==> config.mk <==
export PLATFORM = sky130hd
export DESIGN_NAME = ossv_lane
export DESIGN_NICKNAME = d
export VERILOG_FILES = /design/src/rtl/ossv_pkg.sv /design/src/rtl/ossv_lane.sv
export SDC_FILE = /design/constraint.sdc
export NUM_CORES = 2
export LEC_CHECK = 0
export BUFFER_PORTS_ARGS = -buffer_cell sky130_fd_sc_hd__buf_2
export CORE_ASPECT_RATIO = 0.8
export CORE_MARGIN = 8
export CORE_UTILIZATION = 25
export CTS_BUF_LIST = sky130_fd_sc_hd__clkbuf_4 sky130_fd_sc_hd__clkbuf_8
export DETAILED_ROUTE_END_ITERATION = 16
export PLACE_DENSITY = 0.38
export RECOVER_POWER = 25
export SLEW_MARGIN = 20
export SYNTH_ARGS = -nofsm -noshare
export SYNTH_HDL_FRONTEND = slang
export SYNTH_SLANG_ARGS = --single-unit
export TNS_END_PERCENT = 50
==> constraint.sdc <==
create_clock -name clock -period 9.92 [get_ports clock]
set_input_delay 0.992 -clock clock [delete_from_list [all_inputs] [get_ports clock]]
set_output_delay 0.992 -clock clock [all_outputs]
set_load 0.005 [all_outputs]
==> src/rtl/ossv_pkg.sv <==
// Package for the one-shot sample voice: widths, codes, shared types and a saturation helper.
// No dependencies; compiled first.
package ossv_pkg;
   localparam int SampleFrames = 65536;
   localparam int AddrBits     = 16;
   localparam int FracBits     = 16;
   localparam int PosBits      = 34;
   localparam int OutChannels  = 2;
   localparam int CsrIdxBits   = 3;
   localparam int CsrDataBits  = 20;

   typedef enum logic [1:0] {
      REQ_LOAD = 2'd0, REQ_NOTE_ON = 2'd1, REQ_NOTE_OFF = 2'd2, REQ_RENDER = 2'd3
   } req_kind_type;

   typedef enum logic [1:0] {
      MODE_IDLE = 2'd0, MODE_WAIT = 2'd1, MODE_PLAY = 2'd2
   } voice_mode_type;

   typedef enum logic [CsrIdxBits-1:0] {
      CSR_STEP = 3'd0, CSR_REVERSED = 3'd1, CSR_ON_RELEASE = 3'd2, CSR_LENGTH = 3'd3,
      CSR_CHANNELS = 3'd4, CSR_VEL_LOW = 3'd5, CSR_VEL_HIGH = 3'd6
   } csr_index_type;

   typedef struct packed {
      logic [1:0]          req_type;
      logic [15:0]         load_address;
      logic                load_channel;
      logic signed [15:0]  load_value;
      logic [15:0]         velocity;
      logic signed [23:0]  mix_left;
      logic signed [23:0]  mix_right;
   } req_payload_type;

   typedef struct packed {
      logic signed [23:0]  out_left;
      logic signed [23:0]  out_right;
      logic [1:0]          voice_status;
      logic                ended_now;
   } rsp_payload_type;

   // per-lane control from the sequencer
   typedef struct packed {
      logic               clear;   // retrigger: zero filter memory
      logic [FracBits-1:0] frac;
      logic [15:0]        vel;
      logic [15:0]        coef;
   } lane_ctrl_type;

   function automatic logic signed [23:0] sat24(input logic signed [31:0] x);
      if (x > 32'sd8388607) return 24'sh7FFFFF;
      if (x < -32'sd8388608) return 24'sh800000;
      return x[23:0];
   endfunction
endpackage

==> src/rtl/ossv_lane.sv <==
// One channel lane: interpolation, one-pole filter and velocity scaling.
// Depends on ossv_pkg; results are merged by the top level.
module ossv_lane (
   input  logic                       clock,
   input  ossv_pkg::lane_ctrl_type    ctrl,
   input  logic signed [15:0]         s1,
   input  logic signed [15:0]         s2,
   input  logic [2:0]                 phase,
   output logic signed [31:0]         contrib
);
   import ossv_pkg::*;
   logic signed [40:0] prod_ff, prod_in;
   logic signed [23:0] y_ff, y_in;
   logic signed [24:0] diff_ff, diff_in;
   logic signed [31:0] contrib_ff, contrib_in;
   logic signed [16:0] interp;
   logic signed [24:0] dsub;
   logic signed [41:0] rnd;

   // phase 1: delta*frac; 2: interp; 3: filter mul; 4: filter update; 5: scale; 6: round
   always_comb begin
      prod_in    = prod_ff;
      diff_in    = diff_ff;
      y_in       = y_ff;
      contrib_in = contrib_ff;
      interp     = '0;
      dsub       = '0;
      rnd        = '0;
      if (ctrl.clear) y_in = '0;
      case (phase)
         3'd1: prod_in = 41'((17'(s2) - 17'(s1)) * $signed({1'b0, ctrl.frac}));
         3'd2: begin
            rnd     = 42'(prod_ff) + 42'sd32768;
            interp  = 17'(s1 + (rnd >>> FracBits));
            dsub    = 25'(32'(interp) * 256 - 32'(y_ff));
            diff_in = dsub;
         end
         3'd3: prod_in = 41'(diff_ff * $signed({1'b0, ctrl.coef}));
         3'd4: begin
            rnd  = 42'(prod_ff) + 42'sd16384;
            y_in = 24'(32'(y_ff) + 32'(rnd >>> 15));
         end
         3'd5: prod_in = 41'(y_ff * $signed({1'b0, ctrl.vel}));
         3'd6: begin
            rnd        = 42'(prod_ff) + 42'sd16384;
            contrib_in = 32'(rnd >>> 15);
         end
         default: ;
      endcase
   end

   always_ff @(posedge clock) begin
      prod_ff    <= prod_in;
      diff_ff    <= diff_in;
      y_ff       <= y_in;
      contrib_ff <= contrib_in;
   end
   assign contrib = contrib_ff;
endmodule

* Word level (Yosys, flattened, before mapping)
Cells that the tools add are included.
** Word-level totals
- Input port bits :: 85
- Register bits after elaboration :: 117
** Operators by class
- Muxes and demuxes :: 3
- Equality and inequality tests :: 6
- Add/sub/neg operators :: 6
- Reductions and logical operators :: 2
- Multiply operators :: 3
** Operator list (count)
- case mux 41 bit (3 select lines) :: 1
- two-way mux 24 bit :: 2
- adder 41 x 16 -> 42 bit, second input constant :: 1
- multiplier 24 x 17 -> 41 bit :: 1
- multiplier 25 x 17 -> 41 bit :: 1
- multiplier 17 x 17 -> 34 bit :: 1
- adder 33 x 17 -> 33 bit, second input constant :: 1
- subtractor 25 x 24 -> 25 bit :: 1
- adder 24 bit :: 1
- adder 16 x 17 -> 17 bit :: 1
- subtractor 16 x 16 -> 17 bit :: 1
- == test 3 bit, second input constant :: 3
- == test 3 x 2 -> 1 bit, second input constant :: 2
- == test 3 x 1 -> 1 bit, second input constant :: 1
- nonzero test 3 bit :: 1
- nonzero test 2 bit :: 1

* Depth between registers and ports, before layout
- Word-level depth :: 3
- Gate-level depth with buffers :: 36
- Mapped depth without buffers :: 35

* Worst setup path before layout
No wires, ideal clock.
- Path type :: in2reg
- Start point :: input port s2[0]
- End point :: register prod_ff[40] (data pin)
- Required time :: 9.648 ns
- Setup time :: 0.272 ns
- Setup slack :: 0.774 ns
- Stages on the path :: 33
- Path buffers :: 2
- Arrival :: 8.874 ns
- Cells stage by stage :: inv_1 -> ha_1 -> fa_1 -> nor2b_1 -> o21ai_0 -> a21boi_0 -> o21ai_0 -> a21boi_0 -> o21ai_0 -> a21oi_1 -> o211ai_1 -> a32o_1 -> clkbuf_1 -> and2_1 -> fa_1 -> fa_1 -> clkbuf_1 -> xnor2_1 -> xnor2_1 -> fa_1 -> fa_1 -> inv_1 -> fa_1 -> inv_1 -> ha_1 -> inv_1 -> o21bai_1 -> a21o_1 -> a211oi_1 -> o31ai_1 -> nand3_1 -> nand3_1 -> or4b_1
** On the way
- Longest elaborated chain between the ends :: 3
** RTL lines
- from (decl) :: RTL line ossv_lane.sv:7 : input logic signed [15:0] s2,
- subtractor 16 x 16 -> 17 bit :: RTL line ossv_lane.sv:31 : 3'd1: prod_in = 41'((17'(s2) - 17'(s1)) * $signed({1'b0, ctrl.frac}));
- multiplier 17 x 17 -> 34 bit :: RTL line ossv_lane.sv:31
- case mux 41 bit (3 select lines) :: RTL line ossv_lane.sv:30 : case (phase)
- named net prod_in[40] :: RTL line ossv_lane.sv:12 : logic signed [40:0] prod_ff, prod_in;
- to (signal assigned) :: RTL line ossv_lane.sv:53 : prod_ff <= prod_in;
- to (decl) :: RTL line ossv_lane.sv:12
The timed path passes the listed nets, and every way through them passes these cells.
A chain may end at the register's enable or synchronous reset.

* Worst setup path in the final report
- Start point :: input port s1[0]
- End point :: register prod_ff[40] (data pin)
** On the way
- Longest elaborated chain between the ends :: 3
** RTL lines
- from (decl) :: RTL line ossv_lane.sv:6 : input logic signed [15:0] s1,
- subtractor 16 x 16 -> 17 bit :: RTL line ossv_lane.sv:31
- multiplier 17 x 17 -> 34 bit :: RTL line ossv_lane.sv:31
- case mux 41 bit (3 select lines) :: RTL line ossv_lane.sv:30
- named net prod_in[40] :: RTL line ossv_lane.sv:12
The timed path passes the listed nets, and every way through them passes these cells.

==> run summary <==
Fraction of synthesis flops using an asynchronous set or reset pin = 0
Port Buf Inserts = 116
Startpoint type of the worst setup path = input pin
Total Routed Length = 148,000 um
Fraction of layout instances using a drive strength above 1 = 0.05463
Congestion Overflow GR = 0
Standard-cell rows = 140
Die height = 398.1 um
Minimum period implied by the final worst setup slack = 9.437 ns
Clock latency on the worst-skew pair = 0.44 ns
CP endpoint kind = register
Peak per-stage delay on the critical path = 0.54 ns
Clock tree sinks = 103
Synthesized Nets = 6,537
Count of hold-fix buffers inserted at cts = 0
Endpoints failing hold = 0
Avg Inst Size Synth = 9.010 um^2
Setup Viol. Count Final = 0
Post-route worst setup slack = 0.4832 ns
Number of violations reported at the end of detailed-routing iteration 0 = 1,926
Number of antenna violations at the first check in global routing = 15
Area of the core = 181,600 um^2
Mapped Area = 45,620 um^2
Critical path class = in2reg
Count of distinct cell types in the synthesized netlist = 83
Placement Setup Slack = 0.07155 ns
Achievable frequency = 106.0 MHz
Count of H-tree levels built during CTS = 3
Relative slew slack = -0.2276
Post-CTS Setup Inserts = 0
Remaining DRCs = 0
Number of ports placed on the die boundary = 117
Pin count of the biggest net entering global routing = 29
Most Frequent Cell on Critical Path = sky130_fd_sc_hd__fa_1
Synth warn = 0
Count of antenna-violating nets left after detailed routing = 0
Post-synth EDFFs = 103
Synth cell count leaders = 1,251 x sky130_fd_sc_hd__inv_1, 1,033 x sky130_fd_sc_hd__fa_1, 697 x sky130_fd_sc_hd__nand2_1, 402 x sky130_fd_sc_hd__and2_1, 356 x sky130_fd_sc_hd__ha_1
Number of flip-flops and latches in the synthesized netlist = 103
Vias in the first global route = 35.65k
Clock tree from TritonCTS = done
Worst slew pin tran = 1.841 ns
Pre-antenna DRT Iters = 5
Post-synthesis cell type with the largest combined area = sky130_fd_sc_hd__fa_1
GP Congestion = 0.8150
Area share of the largest cell type after synthesis = 0.4533
Slowest cell on crit path = sky130_fd_sc_hd__or4b_1
CP arrival = 9.60 ns
CTS buffer count = 9
Class of the worst hold path = reg2reg
Cell with the most instances after synthesis = sky130_fd_sc_hd__inv_1
Skew final = 0.03080 ns
Clk Tree Root Cell = sky130_fd_sc_hd__clkbuf_8
Synthesized netlist cell count = 5,063
Max Slew Vio Count = 54
Net count reported at finish = 6,576
Period utilization = 0.9513
Sequential cell area fraction in the yosys report = 0.06780
Failing checks = capacitance limit, slew limit
Placed wire-length estimate = 122,400 um
Clock input transition at the sequential cells of the worst setup and hold paths = 0.11 ns
Vias/cell = 4.392
First-pass GRT wire length = 228,400 um
Max cap viols = 2
Total GRT Usage = 0.1520
Die boundary width = 493.6 um
Deepest clock path buffer count = 2
Required @ worst endpoint = 10.08 ns
Die Outline Area = 196,500 um^2
Status = finished with violations
Total of cells resized after clock tree synthesis = 0
Area Growth Syn to Fin = 8.632%
Average wire per cell in the routed design = 19.68 um
Filler instances = 19.67k
Synth top area cells = sky130_fd_sc_hd__fa_1 45%, sky130_fd_sc_hd__inv_1 10%, sky130_fd_sc_hd__ha_1 9.8%
Leading register cell type out of synthesis = sky130_fd_sc_hd__edfxtp_1
Number of vias after detailed routing = 33.04k
Critical path peak fanout = 6
Initial core utilization = 0.2511
-- sequential cells by signal (all words and copies together) (netlist names) --
name     flops
prod_ff     27
contrib     27
diff_ff     25
y_ff        24
-- logic make-up (layout without fill, tap and decap cells) --
kind of cell	after synthesis	in the layout	synth area share
XOR/XNOR	205	205	0.03966
multiplexers	2	2	0.0004389
buffers and inverters	1462	1506	0.1208
AO/OA/AOI/OAI	407	407	0.06095
other	0	1	0
flip-flops	103	103	0.06780
adder cells (fa/ha/maj)	1394	1394	0.5521
AND/OR/NAND/NOR	1490	1490	0.1583
-- stage by stage --
step / util / cells / instance area [um^2] / hold slack, ns / TNS [ns]
after floorplan: - / 5063 / 45620 / 0.5508 / 0
after global placement: 0.2717 / 7505 / 49350 / 0.6404 / 0
after detailed placement: 0.2717 / 7505 / 49360 / 0.6447 / 0
after CTS: 0.2727 / 7521 / 49540 / 0.6703 / 0
after global routing: 0.2728 / 7521 / 49550 / 0.6888 / -0.03457
final: 0.2728 / 7522 / 49550 / 0.6709 / 0
-- layout make-up --
| class | instances | area (um^2) | share of cell area |
|---|---|---|---|
| Tap cell | 2414 | 3020 | 0.06095 |
| Timing Repair Buffer | 239 | 1504 | 0.03035 |
| Clock inverter | 7 | 63.81 | 0.001288 |
| Multi-Input combinational cell | 3498 | 37050 | 0.7477 |
| Antenna cell | 1 | 2.502 | 0.00005050 |
| Clock buffer | 9 | 123.9 | 0.002500 |
| Inverter | 1251 | 4696 | 0.09476 |
| Sequential cell | 103 | 3093 | 0.06242 |
-- critical path: cells and delay by family --
| family | cells | cell delay (ns) |
|---|---|---|
| AO/OA/AOI/OAI | 14 | 2.72 |
| XOR/XNOR | 1 | 0.14 |
| buffers and inverters | 8 | 0.79 |
| adder cells (fa/ha/maj) | 9 | 3.89 |
| AND/OR/NAND/NOR | 5 | 1.09 |
-- layout by cell type (no fill, tap or decap), types with 77 or more instances in the layout --
cell type and count:
sky130_fd_sc_hd__inv_1 1251, sky130_fd_sc_hd__fa_1 1033, sky130_fd_sc_hd__nand2_1 697, sky130_fd_sc_hd__and2_1 402, sky130_fd_sc_hd__ha_1 356, sky130_fd_sc_hd__xnor2_1 126
sky130_fd_sc_hd__buf_4 119, sky130_fd_sc_hd__buf_2 115, sky130_fd_sc_hd__nor2_1 110, sky130_fd_sc_hd__edfxtp_1 103, sky130_fd_sc_hd__a21oi_1 102, sky130_fd_sc_hd__xor2_1 77
-- final timing paths --
kind / from / to / slack, ns / depth (start not counted)
max: s1[0] / prod_ff[40]$_DFFE_PP_ / 0.48 / 37
min: prod_ff[40]$_DFFE_PP_ / contrib[25]$_DFFE_PN_ / 0.67 / 1
max reg2reg: diff_ff[8]$_DFFE_PN_ / prod_ff[40]$_DFFE_PP_ / 1.77 / 21
min reg2reg: prod_ff[40]$_DFFE_PP_ / contrib[25]$_DFFE_PN_ / 0.67 / 1
-- routing by layer --
layer	track usage	vias to the layer above	wire length, um
li1	-	15200	-
met5	0	-	0
met2	0.2361	651	64510
met3	0.01187	61	5576
met1	0.2376	17130	76490
met4	0.01371	0	1458
Power is left out: the tool's default activity adds up to more than one toggle a clock period on the data nets, which glitch-free logic cannot reach.
